## config.mk

```make
export PLATFORM = sky130hd
export DESIGN_NAME = vpp_div_cell
export DESIGN_NICKNAME = d
export VERILOG_FILES = /design/src/rtl/core/vpp_pkg.sv /design/src/rtl/core/vpp_div_cell.sv
export SDC_FILE = /design/constraint.sdc
export NUM_CORES = 1
export LEC_CHECK = 0
export ABC_CLOCK_PERIOD_IN_PS = 800
export BUFFER_PORTS_ARGS = -buffer_cell sky130_fd_sc_hd__buf_2
export CAP_MARGIN = 5
export CORE_AREA = 4 4 331 333
export CTS_CLUSTER_DIAMETER = 40
export DETAILED_ROUTE_END_ITERATION = 10
export DIE_AREA = 0 0 335 337
export SKIP_LAST_GASP = 1
export SYNTH_ARGS = -nofsm -noshare
export SYNTH_HDL_FRONTEND = slang
export SYNTH_SLANG_ARGS = --single-unit
```

## constraint.sdc

```tcl
create_clock -name clk -period 0.8 [get_ports clk]
set_clock_uncertainty 0.15 [all_clocks]
set_input_delay 0.24 -clock clk [delete_from_list [all_inputs] [get_ports clk]]
set_output_delay 0.24 -clock clk [all_outputs]
set_load 0.05 [all_outputs]
```

## src/rtl/core/vpp_pkg.sv

```systemverilog
// Shared constants and types of the plane projection block
package vpp_pkg;
	localparam int COMPONENT_BITS_DEF = 16;

	// Control that travels with each beat down the pipe
	typedef struct packed {
		logic valid;
		logic degen;
	} vpp_ctl_t;
endpackage

```

## src/rtl/core/vpp_div_cell.sv

```systemverilog
// One quotient-bit cell of the restoring divider chain, three lanes wide
module vpp_div_cell #(
	parameter int C = vpp_pkg::COMPONENT_BITS_DEF,
	parameter int K = 0
) (
	input  logic                  clk,
	input  logic                  arst_n,
	input  vpp_pkg::vpp_ctl_t     ctl_i,
	input  logic signed [C-1:0]   v_i [3],
	input  logic [4*C+1:0]        nn_i,
	input  logic [5*C+3:0]        rem_i [3],
	input  logic [C:0]            q_i [3],
	input  logic [2:0]            neg_i,
	output vpp_pkg::vpp_ctl_t     ctl_o,
	output logic signed [C-1:0]   v_o [3],
	output logic [4*C+1:0]        nn_o,
	output logic [5*C+3:0]        rem_o [3],
	output logic [C:0]            q_o [3],
	output logic [2:0]            neg_o
);
	import vpp_pkg::*;

	localparam int RB = 5*C + 4;
	localparam int QB = C + 1;

	logic [RB-1:0] d;
	logic [2:0] ge;

	// Compare each remainder with the divisor aligned to this bit
	always_comb begin
		d = RB'(nn_i) << K;
		for (int i = 0; i < 3; i++) begin
			ge[i] = rem_i[i] >= d;
		end
	end

	// Hand control to the next cell
	always_ff @(posedge clk or negedge arst_n) begin
		if (!arst_n) begin
			ctl_o <= '0;
		end else begin
			ctl_o <= ctl_i;
		end
	end

	// Subtract where it fits and set the quotient bit
	always_ff @(posedge clk) begin
		v_o   <= v_i;
		nn_o  <= nn_i;
		neg_o <= neg_i;
		for (int i = 0; i < 3; i++) begin
			rem_o[i] <= ge[i] ? rem_i[i] - d : rem_i[i];
			q_o[i]   <= q_i[i] | (QB'(ge[i]) << K);
		end
	end
endmodule

```

======== After elaboration in Yosys (flattened, before gate mapping) ========
Cells that the tools add are included.
storage, ports and cells
  bits in registers ....................... 422
  bits of input ports ..................... 424
operators by class
  $add $sub $neg .......................... 3
  magnitude comparators ................... 3
  muxes and demuxes ....................... 3
  bitwise operators ....................... 3
operators by type and width
  operator                        number
  >= comparator 84 x 66 -> 1 bit  3
  2-to-1 mux 84 bit               3
  subtractor 84 x 66 -> 84 bit    3
  OR 17 x 1 -> 17 bit             3

======== Longest topological paths before layout ========
  depth after elaboration ................. 2
  gate-level depth with buffers ........... 15
  depth with buffers taken out ............ 13

======== Worst setup path before layout ========
OpenSTA, ideal clock, no wires.
  path kind ............................... input -> register
  start ................................... input rem_i[0] (netlist bit)
  end ..................................... register rem_o[73] (netlist bit)
  data arrival time ....................... 2.916 ns
  required time ........................... 0.532 ns
  slack ................................... -2.385 ns
  stages on the path ...................... 14
  path buffers ............................ 1
  path through ............................ inv_1 ha_1 fa_1 nand2b_1 a21oi_1 o21ai_0 a21oi_1 nor4_1 o31ai_1 nor2_2 buf_4 a2111oi_0 nand2_1 xnor2_1
on the way
  longest elaborated chain between the ends .. 2
  elaborated cells on any way between the ends .. 3
  classes of those cells .................. add/sub: 1; order compare: 1; mux: 1
ends and longest elaborated chain
  element                                                                         RTL line                                source
  start, declared                                                                 vpp_div_cell.sv:11                      input logic [5*C+3:0] rem_i [3],
  subtractor 84 x 66 -> 84 bit or >= comparator 84 x 66 -> 1 bit (tied branches)  vpp_div_cell.sv:52, vpp_div_cell.sv:33
  2-to-1 mux 84 bit (*)                                                           vpp_div_cell.sv:52                      rem_o[i] <= ge[i] ? rem_i[i] - d : rem_i[i];
  end signal, assigned by index                                                   vpp_div_cell.sv:52
  end, declared                                                                   vpp_div_cell.sv:17                      output logic [5*C+3:0] rem_o [3],
Every way passes the cells marked *; elsewhere a longest branch is shown, timed or not.

======== Final worst setup path ========
  start ................................... input nn_i[45]
  end ..................................... register rem_o[124] (netlist bit)
on the way
  longest elaborated chain between the ends .. 2
ends and longest elaborated chain
  element                         RTL line            source
  start, declared                 vpp_div_cell.sv:10  input logic [4*C+1:0] nn_i,
  >= comparator 84 x 66 -> 1 bit  vpp_div_cell.sv:33  ge[i] = rem_i[i] >= d;
  2-to-1 mux 84 bit               vpp_div_cell.sv:52
Every way passes these cells.

==> reports/metrics.cfg <==
[worst_setup_path]
endpoint_kind = flop
critical_path_peak_fanout = 7
required_ns = 1.19
critPathKind = in2reg
cp_slowest_stage_delay_ns = 0.34
cp_top_family = buffers and inverters
path_common_cell = buf_6
worst-path-buf-inv = 7
cp-start-kind = primary input
cp_num_cells = 16
crit_slowest_cell = ha_4
crit_path_end = rem_o[124]$_DFF_P_
cp.arrival_ns = 3.30
path_cells = buf_6, clkinvlp_4, ha_4, nand4_1, nor2_2, nand4_1, nor3_2, a211oi_4, a31o_4, buf_6, o31ai_4, buf_6, buf_12, buf_12, buf_16, mux2_4
setup.worst_path.start = nn_i[45]

[route]
drt_iter0_markers = 1801
wirelength_um = 153000
route.detailed.drc = 0
dr.pass1.iters = 5
viasPerCell = 4.74
drtAntennaViolNets = 0
routedWlPerCell_um = 21.8
vias = 33400

[grt]
track_usage = 0.253
grt_pass1_vias = 34300
grt_first_pass_wirelength_um = 215000
grt-ovfl-total = 0
antenna_found_initial = 37
grt_max_degree = 26

[power_and_ir_drop]
switching_power_w = 0.0429
p_sw_frac = 0.379
power_frac_comb = 0.428
ir_worst_vdd_uv = 1780
leakagePower_nw = 25.2
p_total_w = 0.113
clockPowerShare = 0.333
powerDensity_nw_per_um2 = 2000
intPower_w = 0.0704
p_seq_frac = 0.238

[synth]
syn_nets = 3726
ys_seq_elements = 422
yosys_warnings = 0
seq_area_frac_synth = 0.340
synth_top_family_by_area = compound AO/OA/AOI/OAI gates
synth_adder_area_share = 0.102
synthMuxAreaShare = 0.0108
netlist_area_um2 = 24900
synth_xor_xnor_area_share = 0.0848
syn_inst = 3101
synth_simple_gate_area_frac = 0.188
synth-main-ff-cell = dfxtp_1
synthArstFlopShare = 0.00474
synth_compound_area_frac = 0.230
avgSynthCellArea_um2 = 8.02
synth.distinct_cells = 86
synth_edf_count = 0

[die]
ios = 846
die_area_um2 = 113000
die_w_um = 335
fp-row-count = 120
start_util = 0.233
die_h_um = 337
core_um2 = 107000

[finish]
fin_nets = 6174
fin_util = 0.532
area_growth_pct = 128
final_cell_mix = buf_4 (1,138), buf_2 (594), dfxtp_4 (420), dlygate4sd3_1 (394), a21oi_1 (289)
drive_above_1_share = 0.581
layout_commonest_cell = buf_4

[clock_tree]
clk_pin_slew_ns = 0.05
cts_max_level = 3
cts_buffers = 91
clockBufferDepth = 3
root_buffer = clkbuf_16
cts_num_sinks = 422
cts_tree = built

[sta]
fin_crit_ns = 2.91
postLayoutSetupSlackWorst_ns = -2.11
setup_viol = 677
fin_crit_sh = 3.63
fmax_mhz = 344
whs_ns = -0.348
worst_slew_pin_slew_ns = 0.689
relSlewSlack = 0.536
rsz0062_at_grt = true
finalMaxSlewViolations = 0
hold_viol_final = 49

[min_path]
min_path_cells = 2
min_path_type = in2reg

[placement]
io_buffer_count = 845
gp_congestion = 0.962
dp_hpwl_um = 120000
place_ws_ns = -3.06

[job]
max_cap_viol_count = 0

[status]
violations = negative hold slack, negative setup slack
status = finished with violations

final cells by class:
cell class                 instances  area, µm²
inverter                         129        619
timing repair buffer            2495      22300
clock buffer                      93       2280
antenna                           19       47.5
sequential                       422      10000
fill                            9261      49900
tap                             1403       1760
multi-input combinational       2410      18800
clock inverter                    76        798
stage by stage:
step | setup TNS (ns) | cell area (µm²) | instances | hold WS, ns
detailed placement | -751.14 | 45500 | 6328 | -0.121
CTS | -828.82 | 54300 | 6939 | -0.437
floorplan | -498.02 | 28500 | 3101 | -0.206
global route | -868.68 | 56700 | 7036 | -0.366
finish | -830.87 | 56700 | 7047 | -0.348
global placement | -741.88 | 45500 | 6328 | -0.125
Yosys cell counts (24+ instances only):
master | instances | share of area
or3_1 | 27 | 0.0068
xor2_1 | 102 | 0.036
nand2_1 | 302 | 0.046
nor3_1 | 73 | 0.015
dfxtp_1 | 420 | 0.34
nand3_1 | 44 | 0.0089
ha_1 | 198 | 0.10
nand4_1 | 95 | 0.024
o21bai_1 | 55 | 0.017
a21oi_1 | 396 | 0.080
o21ai_1 | 28 | 0.0056
xnor2_1 | 139 | 0.049
clkbuf_1 | 99 | 0.015
o21ai_0 | 199 | 0.040
a21o_1 | 78 | 0.024
nor2_1 | 295 | 0.045
inv_1 | 129 | 0.019
buf_2 | 31 | 0.0062
nor4_1 | 29 | 0.0073
nand2b_1 | 24 | 0.0060
repair_timing:
item / CTS / global route
hold buffers: 367 / 27
cloned: 13 / 6
setup buffers: 66 / 63
pin swaps: 99 / 99
endpoints found under the setup margin: 677 / 677
endpoints found under the hold margin: 424 / 76
gates resized for setup: 272 / 321
worst min-delay path by stage:
| stage | from | to | slack [ns] |
|---|---|---|---|
| 3_3_place_gp | arst_n | ctl_o[1]$_DFF_PN0_ | -0.13 |
| 2_1_floorplan | arst_n | ctl_o[0]$_DFF_PN0_ | -0.21 |
| 3_5_place_dp | arst_n | ctl_o[1]$_DFF_PN0_ | -0.12 |
| 4_1_cts | rem_i[248] | rem_o[248]$_DFF_P_ | -0.44 |
| 6_report | q_i[0] | q_o[0]$_DFF_P_ | -0.35 |
| 5_1_grt | nn_i[0] | nn_o[0]$_DFF_P_ | -0.37 |
registers in the layout (all words and copies together), names as in the netlist:
signal / cells
rem_o: 252
v_o: 48
nn_o: 66
q_o: 51
neg_o: 3
ctl_o: 2
metal layers:
metal	up-vias	GRT usage	share of wire
met5	-	0	0.00065
met4	14	0.102	0.046
met3	357	0.0574	0.069
li1	16000	-	-
met2	1143	0.447	0.49
met1	15800	0.295	0.40
cells by family after synthesis:
| kind of cell | after synthesis |
|---|---|
| compound gates | 951 |
| xor+xnor | 241 |
| fa+ha+maj | 201 |
| buf+inv | 270 |
| flops | 422 |
| mux | 24 |
| simple gates | 992 |
power by group through the flow:
| stage | Combinational [W] | Sequential (W) | Clock, W |
|---|---|---|---|
| floorplan | 0.0116 | 0.0368 | 0 |
| global placement | 0.0443 | 0.0274 | 0 |
| detailed placement | 0.0444 | 0.0274 | 0 |
| CTS | 0.0470 | 0.0271 | 0.0386 |
| global route | 0.0508 | 0.0273 | 0.0398 |
| finish | 0.0485 | 0.0270 | 0.0378 |
Note: power is estimated with default switching activity, not from simulation.
